<file path="config.mk">
export PLATFORM = sky130hd
export DESIGN_NAME = priority_masked_timed_event_queue_top
export DESIGN_NICKNAME = d
export VERILOG_FILES = /design/src/rtl/pmteq_pkg.sv /design/src/rtl/pmteq_ram.sv /design/src/rtl/pmteq_select.sv /design/src/rtl/priority_masked_timed_event_queue_top.sv
export SDC_FILE = /design/constraint.sdc
export NUM_CORES = 2
export LEC_CHECK = 0
export BUFFER_PORTS_ARGS = -buffer_cell sky130_fd_sc_hd__buf_2
export CORE_MARGIN = 2
export CORE_UTILIZATION = 30
export CTS_CLUSTER_SIZE = 16
export DETAILED_ROUTE_END_ITERATION = 6
export SYNTH_ARGS = -nofsm -noshare
export SYNTH_HDL_FRONTEND = slang
export SYNTH_HIERARCHICAL = 1
export SYNTH_SLANG_ARGS = --single-unit
export TNS_END_PERCENT = 1
</file>
<file path="constraint.sdc">
create_clock -name clk_i -period 9.1 [get_ports clk_i]
set_input_delay 1.82 -clock clk_i [delete_from_list [all_inputs] [get_ports clk_i]]
set_output_delay 1.82 -clock clk_i [all_outputs]
set_load 0.05 [all_outputs]
</file>
<file path="src/rtl/pmteq_pkg.sv">
`timescale 1ns / 1ps

package pmteq_pkg;

  // Default sizes of the event pool
  localparam int unsigned DEF_EVENT_SLOTS     = 16;
  localparam int unsigned DEF_PRIORITY_LEVELS = 8;

  // Microseconds in one second, wide enough for the unreduced sum
  localparam logic [20:0] USEC_PER_SEC = 21'd1000000;

  // Item function codes
  typedef enum logic {
    FUNC_REGISTER = 1'b0,
    FUNC_FIRE     = 1'b1
  } func_e;

  // Result status codes
  typedef enum logic [2:0] {
    STAT_REGISTERED = 3'd0,
    STAT_FIRED      = 3'd1,
    STAT_FULL       = 3'd2,
    STAT_EMPTY      = 3'd3,
    STAT_BAD_PRI    = 3'd4
  } status_e;

  // Input item
  typedef struct packed {
    func_e       func;
    logic [3:0]  priority_req;
    logic [19:0] delay_us;
    logic [15:0] info;
    logic [7:0]  handler_id;
    logic [31:0] now_sec;
    logic [19:0] now_usec;
  } in_t;

  // Result item
  typedef struct packed {
    status_e     status;
    logic [15:0] fired_info;
    logic [7:0]  fired_handler;
  } out_t;

  // Stored event, without its age rank
  typedef struct packed {
    logic [3:0]  prio;
    logic [31:0] due_sec;
    logic [19:0] due_usec;
    logic [15:0] info;
    logic [7:0]  handler;
  } slot_data_t;

  // Control of the earliest-event selector
  typedef struct packed {
    logic       clear;
    logic       eval;
    logic [3:0] level;
  } sel_ctrl_t;

endpackage

</file>
<file path="src/rtl/pmteq_ram.sv">
`timescale 1ns / 1ps

module pmteq_ram #(
  parameter int unsigned Width = 8,
  parameter int unsigned Depth = 16,
  localparam int unsigned AddrW = (Depth > 1) ? $clog2(Depth) : 1
) (
  input  logic             clk_i,
  input  logic             we_i,
  input  logic [AddrW-1:0] waddr_i,
  input  logic [Width-1:0] wdata_i,
  input  logic             re_i,
  input  logic [AddrW-1:0] raddr_i,
  output logic [Width-1:0] rdata_o
);

  logic [Width-1:0] mem_q [Depth];
  logic [Width-1:0] rdata_q;

  // Write port
  always_ff @(posedge clk_i) begin
    if (we_i) begin
      mem_q[waddr_i] <= wdata_i;
    end
  end

  // Registered read port
  always_ff @(posedge clk_i) begin
    if (re_i) begin
      rdata_q <= mem_q[raddr_i];
    end
  end

  assign rdata_o = rdata_q;

endmodule

</file>
<file path="src/rtl/pmteq_select.sv">
`timescale 1ns / 1ps

module pmteq_select #(
  parameter int unsigned IdxW = 4
) (
  input  logic                   clk_i,
  input  logic                   rst_ni,
  input  pmteq_pkg::sel_ctrl_t   ctrl_i,
  input  pmteq_pkg::slot_data_t  cand_i,
  input  logic [IdxW-1:0]        cand_rank_i,
  input  logic [IdxW-1:0]        cand_idx_i,
  output logic                   found_o,
  output logic [IdxW-1:0]        best_idx_o,
  output pmteq_pkg::slot_data_t  best_o,
  output logic [IdxW-1:0]        best_rank_o
);

  import pmteq_pkg::*;

  logic            found_q, found_d;
  logic [IdxW-1:0] idx_q, idx_d;
  slot_data_t      best_q, best_d;
  logic [IdxW-1:0] rank_q, rank_d;
  logic            eligible;
  logic            earlier;
  logic            take;

  // Order by due seconds, then microseconds, then age; only priorities above the level qualify
  always_comb begin
    eligible = cand_i.prio > ctrl_i.level;
    if (cand_i.due_sec != best_q.due_sec) begin
      earlier = cand_i.due_sec < best_q.due_sec;
    end else if (cand_i.due_usec != best_q.due_usec) begin
      earlier = cand_i.due_usec < best_q.due_usec;
    end else begin
      earlier = cand_rank_i < rank_q;
    end
    take = ctrl_i.eval && eligible && (!found_q || earlier);
  end

  // Keep the best candidate seen so far
  always_comb begin
    found_d = found_q;
    idx_d   = idx_q;
    best_d  = best_q;
    rank_d  = rank_q;
    if (ctrl_i.clear) begin
      found_d = 1'b0;
    end else if (take) begin
      found_d = 1'b1;
      idx_d   = cand_idx_i;
      best_d  = cand_i;
      rank_d  = cand_rank_i;
    end
  end

  always_ff @(posedge clk_i or negedge rst_ni) begin
    if (!rst_ni) begin
      found_q <= 1'b0;
    end else begin
      found_q <= found_d;
    end
  end

  always_ff @(posedge clk_i) begin
    idx_q  <= idx_d;
    best_q <= best_d;
    rank_q <= rank_d;
  end

  assign found_o     = found_q;
  assign best_idx_o  = idx_q;
  assign best_o      = best_q;
  assign best_rank_o = rank_q;

endmodule

</file>
<file path="src/rtl/priority_masked_timed_event_queue_top.sv">
`timescale 1ns / 1ps

// Channel   Ports                      Handshake
// input     item_i (in_t)              taken when start is high and busy is low
// result    result_o (out_t)           shown for one cycle while done_o is high
//
// A register item reduces its due time, walks past the occupied slots to the first free one
// and writes there; a bad priority or a full pool answers on the cycle after the item.
// A fire item gives its result after one pass reads every slot through the
// single read port of the event memory; a second pass then renumbers the age
// ranks before busy falls.
// Reset empties the pool at once through the per-slot valid flags.
// The receiver cannot stall: done_o marks each result for exactly one cycle.

module priority_masked_timed_event_queue_top #(
  parameter int unsigned EVENT_SLOTS     = pmteq_pkg::DEF_EVENT_SLOTS,
  parameter int unsigned PRIORITY_LEVELS = pmteq_pkg::DEF_PRIORITY_LEVELS
) (
  input  logic            clk_i,
  input  logic            rst_ni,
  input  logic            start,
  output logic            busy,
  input  pmteq_pkg::in_t  item_i,
  output logic            done_o,
  output pmteq_pkg::out_t result_o
);

  import pmteq_pkg::*;

  localparam int unsigned IdxW  = (EVENT_SLOTS > 1) ? $clog2(EVENT_SLOTS) : 1;
  localparam int unsigned CntW  = $clog2(EVENT_SLOTS + 1);
  localparam int unsigned DataW = $bits(slot_data_t);
  localparam int unsigned EntW  = DataW + IdxW;

  typedef enum logic [6:0] {
    ST_IDLE   = 7'b0000001,
    ST_NORM   = 7'b0000010,
    ST_FIND   = 7'b0000100,
    ST_WRITE  = 7'b0001000,
    ST_SCAN   = 7'b0010000,
    ST_DECIDE = 7'b0100000,
    ST_RANK   = 7'b1000000
  } state_e;

  state_e                 state_q, state_d;
  logic [CntW-1:0]        idx_q, idx_d;
  logic [CntW-1:0]        count_q, count_d;
  logic [EVENT_SLOTS-1:0] valid_q, valid_d;
  logic                   pend_q, pend_d;
  logic [IdxW-1:0]        pend_idx_q, pend_idx_d;
  logic                   step_q, step_d;
  logic                   done_q, done_d;
  out_t                   result_q, result_d;
  in_t                    item_q, item_d;
  logic [31:0]            sec_q, sec_d;
  logic [20:0]            usec_q, usec_d;

  logic                   accept;
  logic                   bad_pri;
  logic                   bad_level;
  logic                   pool_full;
  logic                   scan_read;

  logic                   ram_we;
  logic [IdxW-1:0]        ram_waddr;
  logic [EntW-1:0]        ram_wdata;
  logic [EntW-1:0]        ram_rdata;
  slot_data_t             rd_data;
  logic [IdxW-1:0]        rd_rank;
  slot_data_t             new_data;

  sel_ctrl_t              sel_ctrl;
  logic                   sel_found;
  logic [IdxW-1:0]        sel_idx;
  slot_data_t             sel_best;
  logic [IdxW-1:0]        sel_rank;

  assign busy   = (state_q != ST_IDLE);
  assign accept = start && !busy;

  // Check priorities and pool space on the incoming item
  assign bad_pri   = (item_i.priority_req == 4'd0) ||
                     ({1'b0, item_i.priority_req} > 5'(PRIORITY_LEVELS));
  assign bad_level = ({1'b0, item_i.priority_req} >= 5'(PRIORITY_LEVELS));
  assign pool_full = (count_q == CntW'(EVENT_SLOTS));

  // Issue one slot read per cycle during the two passes
  assign scan_read = ((state_q == ST_SCAN) || (state_q == ST_RANK)) &&
                     (idx_q < CntW'(EVENT_SLOTS));

  assign rd_data = slot_data_t'(ram_rdata[EntW-1:IdxW]);
  assign rd_rank = ram_rdata[IdxW-1:0];

  always_comb begin
    new_data.prio     = item_q.priority_req;
    new_data.due_sec  = sec_q;
    new_data.due_usec = usec_q[19:0];
    new_data.info     = item_q.info;
    new_data.handler  = item_q.handler_id;
  end

  // Select the earliest eligible event during the first pass
  always_comb begin
    sel_ctrl.clear = accept && (item_i.func == FUNC_FIRE);
    sel_ctrl.eval  = (state_q == ST_SCAN) && pend_q && valid_q[pend_idx_q];
    sel_ctrl.level = item_q.priority_req;
  end

  // Write new events and rank updates back to the memory
  always_comb begin
    ram_we    = 1'b0;
    ram_waddr = idx_q[IdxW-1:0];
    ram_wdata = {new_data, count_q[IdxW-1:0]};
    if (state_q == ST_WRITE) begin
      ram_we = 1'b1;
    end else if ((state_q == ST_RANK) && pend_q && valid_q[pend_idx_q] &&
                 (rd_rank > sel_rank)) begin
      ram_we    = 1'b1;
      ram_waddr = pend_idx_q;
      ram_wdata = {rd_data, rd_rank - IdxW'(1)};
    end
  end

  // Sequence the register and fire operations
  always_comb begin
    state_d    = state_q;
    idx_d      = idx_q;
    count_d    = count_q;
    valid_d    = valid_q;
    pend_d     = 1'b0;
    pend_idx_d = pend_idx_q;
    step_d     = step_q;
    done_d     = 1'b0;
    result_d   = result_q;
    item_d     = item_q;
    sec_d      = sec_q;
    usec_d     = usec_q;

    if (scan_read) begin
      pend_d     = 1'b1;
      pend_idx_d = idx_q[IdxW-1:0];
      idx_d      = idx_q + CntW'(1);
    end

    case (state_q)
      ST_IDLE: begin
        if (accept) begin
          item_d                 = item_i;
          result_d.fired_info    = '0;
          result_d.fired_handler = '0;
          idx_d                  = '0;
          if (item_i.func == FUNC_REGISTER) begin
            sec_d  = item_i.now_sec;
            usec_d = {1'b0, item_i.now_usec} + {1'b0, item_i.delay_us};
            step_d = 1'b0;
            if (bad_pri) begin
              done_d          = 1'b1;
              result_d.status = STAT_BAD_PRI;
            end else if (pool_full) begin
              done_d          = 1'b1;
              result_d.status = STAT_FULL;
            end else begin
              state_d = ST_NORM;
            end
          end else begin
            if (bad_level) begin
              done_d          = 1'b1;
              result_d.status = STAT_BAD_PRI;
            end else if (count_q == '0) begin
              done_d          = 1'b1;
              result_d.status = STAT_EMPTY;
            end else begin
              state_d = ST_SCAN;
            end
          end
        end
      end
      ST_NORM: begin
        // Reduce the microsecond sum, at most twice
        if (usec_q >= USEC_PER_SEC) begin
          usec_d = usec_q - USEC_PER_SEC;
          sec_d  = sec_q + 32'd1;
        end
        step_d = 1'b1;
        if (step_q) begin
          state_d = ST_FIND;
        end
      end
      ST_FIND: begin
        // Walk to the lowest free slot
        if (!valid_q[idx_q[IdxW-1:0]]) begin
          state_d = ST_WRITE;
        end else begin
          idx_d = idx_q + CntW'(1);
        end
      end
      ST_WRITE: begin
        valid_d[idx_q[IdxW-1:0]] = 1'b1;
        count_d                  = count_q + CntW'(1);
        done_d                   = 1'b1;
        result_d.status          = STAT_REGISTERED;
        state_d                  = ST_IDLE;
      end
      ST_SCAN: begin
        if (pend_q && (idx_q == CntW'(EVENT_SLOTS))) begin
          state_d = ST_DECIDE;
        end
      end
      ST_DECIDE: begin
        done_d = 1'b1;
        if (!sel_found) begin
          result_d.status = STAT_EMPTY;
          state_d         = ST_IDLE;
        end else begin
          valid_d[sel_idx]       = 1'b0;
          count_d                = count_q - CntW'(1);
          result_d.status        = STAT_FIRED;
          result_d.fired_info    = sel_best.info;
          result_d.fired_handler = sel_best.handler;
          idx_d                  = '0;
          state_d                = ST_RANK;
        end
      end
      ST_RANK: begin
        if (pend_q && (idx_q == CntW'(EVENT_SLOTS))) begin
          state_d = ST_IDLE;
        end
      end
      default: begin
        state_d = ST_IDLE;
      end
    endcase
  end

  always_ff @(posedge clk_i or negedge rst_ni) begin
    if (!rst_ni) begin
      state_q <= ST_IDLE;
      idx_q   <= '0;
      count_q <= '0;
      valid_q <= '0;
      pend_q  <= 1'b0;
      step_q  <= 1'b0;
      done_q  <= 1'b0;
    end else begin
      state_q <= state_d;
      idx_q   <= idx_d;
      count_q <= count_d;
      valid_q <= valid_d;
      pend_q  <= pend_d;
      step_q  <= step_d;
      done_q  <= done_d;
    end
  end

  always_ff @(posedge clk_i) begin
    pend_idx_q <= pend_idx_d;
    result_q   <= result_d;
    item_q     <= item_d;
    sec_q      <= sec_d;
    usec_q     <= usec_d;
  end

  assign done_o   = done_q;
  assign result_o = result_q;

  pmteq_ram #(
    .Width (EntW),
    .Depth (EVENT_SLOTS)
  ) u_event_ram (
    .clk_i   (clk_i),
    .we_i    (ram_we),
    .waddr_i (ram_waddr),
    .wdata_i (ram_wdata),
    .re_i    (scan_read),
    .raddr_i (idx_q[IdxW-1:0]),
    .rdata_o (ram_rdata)
  );

  pmteq_select #(
    .IdxW (IdxW)
  ) u_select (
    .clk_i       (clk_i),
    .rst_ni      (rst_ni),
    .ctrl_i      (sel_ctrl),
    .cand_i      (rd_data),
    .cand_rank_i (rd_rank),
    .cand_idx_i  (pend_idx_q),
    .found_o     (sel_found),
    .best_idx_o  (sel_idx),
    .best_o      (sel_best),
    .best_rank_o (sel_rank)
  );

endmodule
</file>
Word-level counts from Yosys, hierarchy flattened
Memory sizes are Yosys's and may differ from the RTL's. A register that Yosys moved wholly into a read port is not among the register bits.
Index checks and enable logic that the tools add are counted.
- flip-flop bits (word level): 233
- memories: 1
- logic and storage cells: 179
- input port bits: 104
- output and inout port bits: 29
- bits in writable memories: 1344
- add/sub/neg operators: 7
- mux-type cells: 70
- magnitude comparators: 14
- bitwise gates (word level): 4
- reduce and logical (&&, ||, !) cells: 34
- equal/unequal tests: 26
- memory list (name ; depth ; bits a word ; read ports ; clocked after memory_dff ; wr ports ; RTL line ; text):
    u_event_ram.mem_q ; 16 ; 84 ; 1 ; 1 ; 1 ; pmteq_ram.sv:17 ; logic [Width-1:0] mem_q [Depth];
- operator list (cell ; number):
    $mux 84 ; 2
    $mux 32 ; 3
    $mux 7 ; 11
    $pmux 32 s2 ; 1
    $mux 21 ; 3
    $pmux 24 s2 ; 1
    $pmux 21 s2 ; 1
    $pmux 7 s6 ; 1
    $add 32x1->32 const B ; 1
    $lt 32x32->1 ; 1
    $ne 32x32->1 ; 1
    $pmux 16 s2 ; 1
    $mux 27 ; 1
    $mux 5 ; 5
    $mux 24 ; 1
    $add 20x20->21 ; 1
    $ge 21x20->1 const B ; 1
    $mux 1 ; 21
    $sub 21x20->21 const B ; 1
    $lt 20x20->1 ; 1
    $ne 20x20->1 ; 1
    $and 16x16->16 ; 1
    $mux 16 ; 1
    $not 16->16 ; 1
    46 further kinds ; 92

Logic depth before layout (Yosys ltp)
- depth in word-level cells: 8
- gate-level depth with buffers: 11
- depth with buffers taken out: 9

By module
The synthesis kept the hierarchy.
- modules (own cells, without submodules) (module ; area an instance (µm²) ; sequential area each (µm²) ; instances ; cells each):
    pmteq_ram ; 52889.5 ; 42881.1 ; 1 ; 2154
    priority_masked_timed_event_queue_top ; 9412.8 ; 4265.3 ; 1 ; 876
    pmteq_select ; 4196.5 ; 2667.6 ; 1 ; 304

Worst setup path after synthesis
OpenSTA, ideal clock, no wires.
- path kind: flip-flop to flip-flop
- from: register u_event_ram.rdata_q[1] (netlist: u_event_ram/rdata_o[1]), read port of u_event_ram.mem_q
- to: memory u_event_ram/mem_q[0][0] (netlist name), enable pin
- arrival: 8.212 ns
- data required time: 8.470 ns
- buffers on the path: 1
- path slack: 0.259 ns
- stages on the path, launching flop included: 10
- path through: edfxtp_1 ha_1 nor2b_1 o21a_1 o21a_1 o2111ai_1 buf_2 mux2_2 or3b_2 nor3_1
- RTL lines (item ; RTL line ; text):
    start, declared ; pmteq_ram.sv:18 ; logic [Width-1:0] rdata_q;
    $gt 4x4->1 ; priority_masked_timed_event_queue_top.sv:117 ; (rd_rank > sel_rank)) begin
    $logic_and 1x1->1 ; priority_masked_timed_event_queue_top.sv:116 ; end else if ((state_q == ST_RANK) && pend_q && valid_q[pend_idx_q] &&
    $mux 4 ; priority_masked_timed_event_queue_top.sv:116 ;
    $mux 4 ; priority_masked_timed_event_queue_top.sv:114 ; if (state_q == ST_WRITE) begin
    net ram_waddr[3] ; priority_masked_timed_event_queue_top.sv:65 ; logic [IdxW-1:0] ram_waddr;
    end, declared ; pmteq_ram.sv:17 ;
The timed path passes the listed nets, and every way through them passes these cells.

Final worst setup path
- from: register pend_idx_q[0]
- to: memory u_event_ram/mem_q[10][64] (netlist name), enable pin
- RTL lines (item ; RTL line ; text):
    start, declared ; priority_masked_timed_event_queue_top.sv:50 ; logic [IdxW-1:0] pend_idx_q, pend_idx_d;
    start signal, assigned ; priority_masked_timed_event_queue_top.sv:256 ; pend_idx_q <= pend_idx_d;
    $bmux 1 s4 ; priority_masked_timed_event_queue_top.sv:116 ;
    $mux 1 (implied by the code) ; priority_masked_timed_event_queue_top.sv:116 ;
    $logic_and 1x1->1 (2 in series) ; priority_masked_timed_event_queue_top.sv:116 ;
    $mux 4 ; priority_masked_timed_event_queue_top.sv:116 ;
    $mux 4 ; priority_masked_timed_event_queue_top.sv:114 ;
    net ram_waddr[1] ; priority_masked_timed_event_queue_top.sv:65 ;
The timed path passes the listed nets, and every way through them passes these cells. The select of a mux whose other input is x is not followed.

==> out/results.tsv <==
stage	metric	value	unit
run_status	status	complete, no violations	
synthesis	synth.yosys.warnings	6	
clock_tree	ctsRootBufferMaster	clkbuf_16	
clock_tree	cts_tree	yes	
finish	finish.net_count	3749	
sta	setup_viol	0	
sta	setup_repair_after_global_routing_missed_its_margin	no	
finish	layout.cells.most_common	edfxtp_1	
global_route	number_of_antenna_violations_at_the_first_check_in_global_routing	12	
finish	fill_cells	20381	
finish	seqCellArea	49700	sq um
pwr	combPwrFrac	14.7	%
finish	areaGrowthSynthToFinish	14.70	%
die	num_rows	172	
clock_tree	worstSkewPairLatency	0.79	ns
critical_path	critPathBufInv	2	
pwr	pwr-share-seq	49.7	%
pwr	p_leak	24.12	nW
finish	layout_common_cells	edfxtp_1 (1624), mux4_2 (344), nand2_1 (189), clkbuf_16 (173), buf_2 (132)	
route	post_drt_via_cell_ratio	5.012	
clock_tree	cts_resized	0	
clock_tree	clkSlewWorstSetupHoldPaths	0.06	ns
critical_path	rrSetupSlack	3.97	ns
sta	final_tns_setup	0	ns
pwr	power.switching_fraction	26.02	%
die	fp.dieArea	225000	sq um
sta	final.hold.worst_slack	0.4389	ns
sta	timing_hold_violations_final	0	
sta	max_clock_freq	195.0	MHz
die	fp.dieH	474.4	microns
pwr	post_route_total_power	18.78	mW
global_route	grt_remaining_overflow	0	
finish	layout-drive-gt1-share	25.60	%
critical_path	worstSetupPathType	reg -> reg	
route	finalWirelength	163800	microns
critical_path	setup.worst_path.end_class	flop	
pwr	power_density	246.7	nW/um^2
pwr	ir_drop	0.0002083	V
critical_path	cp_max_fo	34	
finish	postLayoutCellArea	76140	sq um
die	ios	133	
clock_tree	clock-sinks	1661	
route	initial_detailed_routing_violation_count	3185	
sta	postLayoutSetupSlackWorst	3.972	ns
sta	slew-limit-headroom	16.79	%
synthesis	net_count_synth	3530	
die	core_area	219700	sq um
clock_tree	number_of_buffers_created_by_cts	167	
job	max_cap_violations	0	
hold_path	worst_hold_path_type	reg -> reg	
finish	multiInputGateArea	15830	sq um
finish	post_layout_nonfiller_instances	6643	
clock_tree	clock_tree.buffer_depth	3	
die	start_util	30.21	%
place	dpl_hpwl	89150	microns
clock_tree	clock_tree.htree_level_count	4	
synthesis	post_synth_instance_area	66380	sq um
global_route	grt_pass1_wl	237600	microns
critical_path	critPathTopFamily	multiplexers	
place	dp_worst_setup_slack	4.003	ns
route	wl_cell	24.65	microns
clock_tree	setup_fix_buffers_added_after_clock_tree_synthesis	0	
pwr	power.share.clock	35.6	%
synthesis	netlist_instances	3330	
sta	clock_skew_after_layout	0.04259	ns
pwr	switching_pwr	4.888	mW
global_route	vias_in_the_first_global_route	34170	
pwr	intPower	13.90	mW
sta	layout_worst_path_cycle_share	56.35	%
sta	tightestPinTransition	1.245	ns
critical_path	critical_path.startpoint_type	flop	
place	placed_cells	6338	
place	number_of_port_buffers	132	
critical_path	worst_path_largest_cell_delay	1.01	ns
route	antenna_violating_nets_post_route	0	
global_route	grt_start_max_net_pins	138	
global_route	grt_use_total	14.36	%
finish	post-route-util	34.65	%
synthesis	synthesis.area_per_instance	19.93	sq um
place	place.gp.congestion	0.7724	
critical_path	required	9.50	ns
sta	slew_violations	0	
clock_tree	hold_buffers	0	
route	drc_errors	0	
critical_path	crit_chain	mux4_2, mux2i_1, mux2i_1, o2111ai_4, buf_4, mux2_2, nand2b_1, nor2_4, buf_4	
sta	period_needed	5.128	ns
route	routed-via-count	33292	
place	dpl-instance-area	70840	sq um
critical_path	timing.critical_path.arrival	5.53	ns
critical_path	critPathSlowestCell	nor2_4	
route	drt_pass1_iterations	5	
die	dieWidth	474.4	microns
-- area by class of cell --
cell class	instances	area share (%)
well taps	2958	4.861
inverters	89	0.4388
flip-flops and latches	1661	65.28
multi-input cells	1435	20.80
repair buffers	195	1.670
diodes	1	0.003287
clock inverters	91	1.042
clock buffers	213	5.910
-- metal layers --
layer	vias to the layer above	track usage [%]	routed length, microns
li1	14126	-	-
met1	17929	20.25	72080
met2	1037	23.51	79720
met3	198	2.191	9463
met4	2	2.971	2508
met5	-	0	8
-- worst reg2reg max path: cells and delay by family, from the launching register on --
kind	cells	cell delay [ns]
AOI/OAI and AO/OA	1	0.18
buffers and inverters	2	1.32
DFF	1	0.59
muxes	4	1.33
and+or+nand+nor	2	1.29
-- final timing paths --
| kind | endpoint | from | cells after the start |
|---|---|---|---|
| min in group asynchronous | u_select/found_o$_DFFE_PN0P_ | rst_ni | 1 |
| worst min register to register | u_select/best_o[23]$_DFFE_PP_ | u_event_ram/rdata_o[27]$_DFFE_PP_ | 0 |
| max in group asynchronous | idx_q[1]$_DFF_PN0_ | rst_ni | 1 |
| worst min-delay path | u_select/best_o[23]$_DFFE_PP_ | u_event_ram/rdata_o[27]$_DFFE_PP_ | 0 |
| worst max register to register | u_event_ram/mem_q[10][64]$_DFFE_PP_ | pend_idx_q[0]$_DFFE_PN_ | 9 |
| worst max-delay path | u_event_ram/mem_q[10][64]$_DFFE_PP_ | pend_idx_q[0]$_DFFE_PN_ | 9 |
-- registers in the layout, summed over array words and instances, names as in the netlist, 5 cells and up --
name                 cells
count_q                  5
idx_q                    5
item_q                  28
result_o                27
sec_q                   32
state_q                  7
u_event_ram/mem_q     1344
u_event_ram/rdata_o     84
u_select/best_o         76
usec_q                  21
valid_q                 16
-- power groups by stage --
stage | combinational (mW) | sequential [mW] | clock (mW)
after CTS | 2.81 | 9.34 | 6.85
after global routing | 3.00 | 9.36 | 7.14
after detailed placement | 2.80 | 9.50 | 0
after floorplan | 1.86 | 9.51 | 0
after global placement | 2.77 | 9.50 | 0
final | 2.76 | 9.33 | 6.69
(Power assumes the default switching activity.)
